$ cat src/rtl/mme_pkg.sv
`default_nettype none
// ----------------------------------------------------------------------------
// mme_pkg
// Shared types, codes and widths of the matrix multiply engine.
// ----------------------------------------------------------------------------
package mme_pkg;

	localparam int MAX_DIM_DEF = 32;
	localparam int DIM_W       = 6;
	localparam int IDX_W       = 5;
	localparam int ELEM_W      = 16;
	localparam int PROD_W      = 32;
	localparam int CFG_IDX_W   = 2;

	typedef enum logic [1:0] {
		CMD_LOAD_A  = 2'd0,
		CMD_LOAD_B  = 2'd1,
		CMD_COMPUTE = 2'd2,
		CMD_READ    = 2'd3
	} cmd_t;

	typedef enum logic [1:0] {
		KIND_DONE  = 2'd0,
		KIND_ERROR = 2'd1,
		KIND_READ  = 2'd2
	} kind_t;

	typedef enum logic [CFG_IDX_W-1:0] {
		CFG_A_ROWS = 2'd0,
		CFG_A_COLS = 2'd1,
		CFG_B_ROWS = 2'd2,
		CFG_B_COLS = 2'd3
	} cfg_idx_t;

	typedef struct packed {
		cmd_t                      cmd;
		logic [IDX_W-1:0]          elem_row;
		logic [IDX_W-1:0]          elem_col;
		logic signed [ELEM_W-1:0]  load_value;
	} in_item_t;

	typedef struct packed {
		kind_t                     kind;
		logic signed [PROD_W-1:0]  read_value;
	} out_item_t;

	typedef struct packed {
		logic [DIM_W-1:0] a_rows;
		logic [DIM_W-1:0] a_cols;
		logic [DIM_W-1:0] b_cols;
	} dims_t;

	typedef struct packed {
		logic  vld;
		kind_t kind;
		logic  use_data;
	} rsp_t;

	typedef enum logic [2:0] {
		ST_IDLE  = 3'b001,
		ST_RUN   = 3'b010,
		ST_DRAIN = 3'b100
	} eng_state_t;

endpackage : mme_pkg
`default_nettype wire

$ cat src/rtl/mme_mac_engine.sv
`default_nettype none
// ----------------------------------------------------------------------------
// mme_mac_engine
// Walks rows, columns and inner steps, multiplies operand pairs and
// accumulates each product element, then writes it saturated.
// ----------------------------------------------------------------------------
module mme_mac_engine
	import mme_pkg::*;
#(
	parameter  int MAX_DIM = MAX_DIM_DEF,
	localparam int DEPTH   = MAX_DIM * MAX_DIM,
	localparam int AW      = (DEPTH > 1) ? $clog2(DEPTH) : 1
) (
	input  wire logic                        clk,
	input  wire logic                        arst_n,
	input  wire logic                        launch,
	input  wire dims_t                       dims,
	output logic                             active,
	output logic                             done,
	output logic                             op_rd_en,
	output logic [AW-1:0]                    a_raddr,
	output logic [AW-1:0]                    b_raddr,
	input  wire logic signed [ELEM_W-1:0]    a_rdata,
	input  wire logic signed [ELEM_W-1:0]    b_rdata,
	output logic                             c_we,
	output logic [AW-1:0]                    c_waddr,
	output logic signed [PROD_W-1:0]         c_wdata
);

	localparam int ACC_W = PROD_W + 1 + $clog2(MAX_DIM + 1);

	eng_state_t state_q;
	logic [DIM_W-1:0] i_q, j_q, k_q;
	logic [DIM_W-1:0] k_end;
	logic             zero_k;
	logic             last_k, last_j, last_i;

	logic                      vld_s1, first_s1, last_s1, zero_s1;
	logic [AW-1:0]             caddr_s1;
	logic signed [PROD_W-1:0]  prod_full;
	logic                      vld_s2, first_s2, last_s2;
	logic [AW-1:0]             caddr_s2;
	logic signed [PROD_W-1:0]  prod_s2;
	logic                      wr_s3;
	logic [AW-1:0]             caddr_s3;
	logic signed [ACC_W-1:0]   acc_q;

	function automatic logic signed [PROD_W-1:0] sat_acc(input logic signed [ACC_W-1:0] v);
		logic [ACC_W-PROD_W-1:0] hi;
		hi = v[ACC_W-2:PROD_W-1];
		if (!v[ACC_W-1] && (|hi)) begin
			sat_acc = {1'b0, {(PROD_W-1){1'b1}}};
		end else if (v[ACC_W-1] && !(&hi)) begin
			sat_acc = {1'b1, {(PROD_W-1){1'b0}}};
		end else begin
			sat_acc = v[PROD_W-1:0];
		end
	endfunction

	assign zero_k = (dims.a_cols == '0);
	assign k_end  = zero_k ? DIM_W'(1) : dims.a_cols;
	assign last_k = (k_q == k_end - DIM_W'(1));
	assign last_j = (j_q == dims.b_cols - DIM_W'(1));
	assign last_i = (i_q == dims.a_rows - DIM_W'(1));

	assign op_rd_en = (state_q == ST_RUN);
	assign a_raddr  = AW'(AW'(i_q) * AW'(MAX_DIM) + AW'(k_q));
	assign b_raddr  = AW'(AW'(k_q) * AW'(MAX_DIM) + AW'(j_q));
	assign active   = (state_q != ST_IDLE);
	assign done     = (state_q == ST_DRAIN) && !vld_s1 && !vld_s2 && !wr_s3;

	assign prod_full = a_rdata * b_rdata;

	always_ff @(posedge clk or negedge arst_n) begin
		if (!arst_n) begin
			state_q <= ST_IDLE;
			i_q     <= '0;
			j_q     <= '0;
			k_q     <= '0;
		end else begin
			case (state_q)
				ST_IDLE: begin
					if (launch) begin
						i_q     <= '0;
						j_q     <= '0;
						k_q     <= '0;
						state_q <= ST_RUN;
					end
				end
				ST_RUN: begin
					if (last_k) begin
						k_q <= '0;
						if (last_j) begin
							j_q <= '0;
							if (last_i) begin
								state_q <= ST_DRAIN;
							end else begin
								i_q <= i_q + DIM_W'(1);
							end
						end else begin
							j_q <= j_q + DIM_W'(1);
						end
					end else begin
						k_q <= k_q + DIM_W'(1);
					end
				end
				ST_DRAIN: begin
					if (done) begin
						state_q <= ST_IDLE;
					end
				end
				default: state_q <= ST_IDLE;
			endcase
		end
	end

	always_ff @(posedge clk or negedge arst_n) begin
		if (!arst_n) begin
			vld_s1 <= 1'b0;
			vld_s2 <= 1'b0;
			wr_s3  <= 1'b0;
		end else begin
			vld_s1 <= op_rd_en;
			vld_s2 <= vld_s1;
			wr_s3  <= vld_s2 && last_s2;
		end
	end

	always_ff @(posedge clk) begin
		first_s1 <= (k_q == '0);
		last_s1  <= last_k;
		zero_s1  <= zero_k;
		caddr_s1 <= AW'(AW'(i_q) * AW'(MAX_DIM) + AW'(j_q));
		first_s2 <= first_s1;
		last_s2  <= last_s1;
		caddr_s2 <= caddr_s1;
		prod_s2  <= zero_s1 ? '0 : prod_full;
		caddr_s3 <= caddr_s2;
		if (vld_s2) begin
			acc_q <= first_s2 ? ACC_W'(prod_s2) : acc_q + ACC_W'(prod_s2);
		end
	end

	assign c_we    = wr_s3;
	assign c_waddr = caddr_s3;
	assign c_wdata = sat_acc(acc_q);

endmodule : mme_mac_engine
`default_nettype wire

$ cat config.mk
export PLATFORM = sky130hd
export DESIGN_NAME = mme_mac_engine
export DESIGN_NICKNAME = d
export VERILOG_FILES = /design/src/rtl/mme_pkg.sv /design/src/rtl/mme_mac_engine.sv
export SDC_FILE = /design/constraint.sdc
export NUM_CORES = 1
export LEC_CHECK = 0
export ABC_AREA = 1
export BUFFER_PORTS_ARGS = -buffer_cell sky130_fd_sc_hd__buf_4
export CORE_UTILIZATION = 45
export DETAILED_ROUTE_END_ITERATION = 12
export GPL_TIMING_DRIVEN = 0
export PLACE_DENSITY_LB_ADDON = 0.15
export SLEW_MARGIN = 20
export SYNTH_ARGS = -nofsm -noshare
export SYNTH_HDL_FRONTEND = slang
export SYNTH_SLANG_ARGS = --single-unit
export TNS_END_PERCENT = 50
$ cat constraint.sdc
create_clock -name clk -period 2.1 [get_ports clk]
set_input_delay 0.21 -clock clk [delete_from_list [all_inputs] [get_ports clk]]
set_output_delay 0.21 -clock clk [all_outputs]
set_load 0.01 [all_outputs]
* After elaboration in Yosys (flattened, before gate mapping)
Index checks and enable logic that the tools add are counted.
Storage, ports and cells: register bits 130, latch bits 0, memory bits (writable) 0, ROM bits 0, output and inout bits 66, logic and storage cells 81, memories kept 0
Operators by class: add/subtract/negate cells 10, multiply operators 1, divide/modulo/power cells 0, $lt $le $gt $ge 0, equal/unequal tests 13, shift operators 0, multiplexer cells 20, bitwise logic cells 0, reductions and logical operators 20
Operators with widths (number):
- 2-to-1 mux 32 bit | 2
- 2-to-1 mux 6 bit | 8
- adder 39 x 32 -> 39 bit | 1
- 2-to-1 mux 39 bit | 1
- case mux 6 bit (2 select lines) | 3
- multiplier 16 x 16 -> 32 bit | 1
- adder 10 x 6 -> 10 bit | 3
- adder 6 x 1 -> 6 bit, second input constant | 3
- equality test 6 bit | 3
- subtractor 6 x 1 -> 6 bit, second input constant | 3
- 2-to-1 mux 3 bit | 5
- logical NOT 6 bit | 2
- AND reduction 5 bit | 2
- case mux 3 bit (3 select lines) | 1
- AND reduction 7 bit | 1
- OR reduction 7 bit | 1
- logical AND 1 bit | 6
- != test 2 x 1 -> 1 bit, second input constant | 3
- != test 2 bit, second input constant | 3
- logical NOT 1 bit | 5
- equality test 3 x 1 -> 1 bit, second input constant | 1
- equality test 3 x 2 -> 1 bit, second input constant | 1
- equality test 3 bit, second input constant | 1
- != test 3 x 1 -> 1 bit, second input constant | 1
- other kinds (3) | 3

* Logic depth before layout (Yosys ltp)
word-level depth 6, gate-level depth with buffers 28

* Worst setup path after synthesis
No wires, ideal clock.
path type input-to-reg, start point input b_rdata[6], end point register prod_s2[31], library setup time 0.115 ns, arrival time 5.317 ns, data required time 1.985 ns, slack -3.332 ns, stages 22, path through clkbuf_1 -> clkbuf_1 -> nand2_1 -> inv_1 -> fa_1 -> fa_1 -> fa_1 -> fa_1 -> inv_1 -> fa_1 -> fa_1 -> inv_1 -> ha_1 -> inv_1 -> nor3_1 -> nand2_1 -> nor2_1 -> nor2_1 -> nand2_1 -> nand3_1 -> nand2_1 -> nor2_1
On the way: longest elaborated chain between the ends 1
RTL lines:
- start: declaration | line mme_mac_engine.sv:24 | input wire logic signed [ELEM_W-1:0] b_rdata,
- multiplier 16 x 16 -> 32 bit | line mme_mac_engine.sv:72 | assign prod_full = a_rdata * b_rdata;
- end signal: assignment | line mme_mac_engine.sv:137 | prod_s2 <= zero_s1 ? '0 : prod_full;
- end: declaration | line mme_mac_engine.sv:43 | logic signed [PROD_W-1:0] prod_s2;
Every way passes these cells. A chain may end at the register's enable or synchronous reset.

* Worst setup path after layout
start point input b_rdata[15], end point register prod_s2[27]
The elaborated chain is that of the path after synthesis.

==> results.txt <==
Clock-pin slew on the worst setup and hold paths: 0.06 ns
Worst setup EP type: flip-flop
Core Rows: 74
# port buffers: 92
Antenna-violating nets left: 0
DR vias/cell: 5.22
Max Cap Viol: 0
CTS tree: built
Largest cells by area after synthesis: fa_1 (28%), nand2_1 (12%), inv_1 (12%)
Main flop type after synthesis: dfxtp_1
CP cell instances: buf_6 > clkinvlp_4 > or2_4 > fa_1 > fa_1 > inv_2 > fa_1 > fa_2 > fa_1 > inv_1 > fa_1 > inv_2 > ha_4 > nand2_4 > inv_6 > buf_12 > and3_4 > nand4_1 > nand3_4 > a21o_1 > nand2_1 > nand2_1 > nor2_1
Top cell by count, worst path: fa_1
Post-Layout Cell Count: 3,294
Number of synthesized flops with an enable pin: 39
Required time worst endpoint: 2.42 ns
Commonest cells in the synthesized netlist: nand2_1 (609), inv_1 (596), fa_1 (263)
Post-route minimum period: 4.89 ns
Crit path max fanout: 8
Element type at the critical path start: input pin
RSZ-0062 raised after global routing: true
Post-synthesis area per instance: 7.46 um^2
H-tree Lvls: 4
Mapped Nets: 2,940
Total Die Area: 42,100 um^2
Worst-Skew Late Latency: 0.43 ns
Max incr delay on CP: 0.53 ns
Hpwl dp: 45,100 um
Count leader, synth: nand2_1
Flops & latches, synth: 130
Total Routing Usage GR: 28.3%
First-pass GRT wire length: 91,700 um
Area share of the largest cell type after synthesis: 28.3%
Sequential share of the synthesized area: 16.8%
DRT Pass-1 Iters: 11
Initial antenna violation count: 0
Clock skew: 0.0150 ns
Synth cell types: 53
Failing checks: design-rule violations, negative setup slack
Placed Instances: 3,117
GR Overflow Total: 0
Slew Viols, Final: 0
Fraction of layout cells with a size suffix above 1: 33.7%
Worst-Margin Slew: 0.814 ns
Vias in the first global route: 17,600
Hold Fails Final Rpt: 0
Fillers: 3,529
Final setup vio count: 79
Die extent in x: 205 um
CTS buffer count: 17
DRT Wirelength: 58,300 um
Fmax: 0.205 GHz
Layout Nets: 3,198
Routed vias: 17,200
Starting Density: 45.6%
Post-synth ARST share: 18.5%
IO Count: 119
Slowest stage cell, crit path: fa_1
Status: finished with violations
Cell count after synthesis: 2,491
WL per Instance: 17.7 um
P&R area growth vs syn: 40.1%
Post-Synthesis Cell Area: 18,600 um^2
Final core occ: 63.9%
WP data arrival: 5.21 ns
Total negative slack: -69.92 ns
Top delay family on crit path: adder cells
Final Worst Setup Slack: -2.79 ns
Clock buffer depth: 2
Post-synth top area cell: fa_1
WS Path Type: input pin to flip-flop
Max-slew headroom: 45.7%
Post-route DRC violation count: 2
Tightest Hold Check Type: input pin to flip-flop
Worst Path Buf+Inv: 7
Gpl congestion: 0.972
Core Area: 40,700 um^2
Die Span Y: 205 um
# diodes: 0
Final period util: 233%
Largest net degree at the start of global routing: 25
Clock Sinks: 130
Initial DRC Count: 1,172
Yosys warns: 0
Setup WS pre-CTS: -3.86 ns
Root Buffer: clkbuf_16
-- cells by family after synthesis --
| kind of cell | count (synthesis) | synth area share (%) |
|---|---|---|
| adders and majority gates | 396 | 37.3 |
| DFF | 130 | 16.8 |
| xor gates and xnor gates | 44 | 2.15 |
| AOI/OAI and AO/OA | 279 | 8.20 |
| buffers and inverters | 691 | 14.3 |
| and+or+nand+nor | 951 | 21.4 |
-- layout by cell type, fill, tap and decap left out, types with 51 or more instances in the layout --
master and count:
a21oi_2 51, clkbuf_16 61, inv_1 506, inv_2 86, ha_4 74, buf_4 196, nand3_1 75, nand2_1 499
dfxtp_1 64, ha_1 57, a21oi_1 57, nor2_1 88, fa_1 235, nand2_2 68
-- flip-flops by register name, summed over array words and instances (netlist names) --
register  cells
caddr_s1     10
last_s2       1
prod_s2      32
last_s1       1
vld_s1        1
zero_s1       1
acc_q        39
c_waddr      10
vld_s2        1
state_q       3
c_we          1
caddr_s2     10
first_s1      1
k_q           6
i_q           6
j_q           6
first_s2      1
-- through the flow --
stage               hold slack [ns]  cell area [um^2]
finish                       0.0664             26000
global route                 0.0818             26000
CTS                          0.0634             24400
detailed placement            0.136             20700
global placement              0.129             20700
floorplan                   -0.0856             19300
-- worst register-to-register path, delay by kind of cell (launching register included) --
| family | cells | cell delay (ns) |
|---|---|---|
| DFF | 1 | 0.40 |
| and+or+nand+nor | 9 | 0.85 |
| AOI/OAI and AO/OA | 1 | 0.17 |
| adders and majority gates | 2 | 0.48 |
| buffers and inverters | 3 | 0.16 |
-- area by class of cell --
cell class                      instances  area [um^2]  share of cell area (%)
Tap cell                              532          666                    2.56
Multi-Input combinational cell       1670        15800                    60.6
Clock inverter                         13          136                   0.524
Timing Repair Buffer                  239         2140                    8.24
Inverter                              601         2280                    8.78
Sequential cell                       130         3130                    12.0
Clock buffer                           19          454                    1.75
Buffer                                 90         1450                    5.55
-- per-layer routing --
| layer | part of all wire (%) | global-route usage (%) |
|---|---|---|
| met4 | 2.5 | 7.91 |
| met3 | 6.8 | 4.39 |
| met2 | 47 | 46.4 |
| met1 | 43 | 38.8 |
| met5 | 0 | 0 |
-- path summary, 6_finish.rpt --
kind	start	to	slack (ns)	cells after the start
setup / recovery	b_rdata[15]	prod_s2[27]	-2.79	23
hold / removal	launch	state_q[1]	0.07	3
setup reg to reg	acc_q[0]	acc_q[28]	-0.20	15
hold reg to reg	caddr_s1[7]	caddr_s2[7]	0.32	0
max in group asynchronous	arst_n	state_q[0]	1.59	2
min in group asynchronous	arst_n	j_q[1]	0.21	2
-- what timing repair did --
item                                    CTS  global route
setup buffers                            90            52
hold buffers                              1             0
pin swaps                               156           136
gates resized for setup                 526           330
endpoints found under the setup margin   93            92
cloned                                    3             2
hold endpoints to repair                 24             0
Power is left out: the tool's default activity adds up to more than one toggle a clock period on the data nets, which glitch-free logic cannot reach.
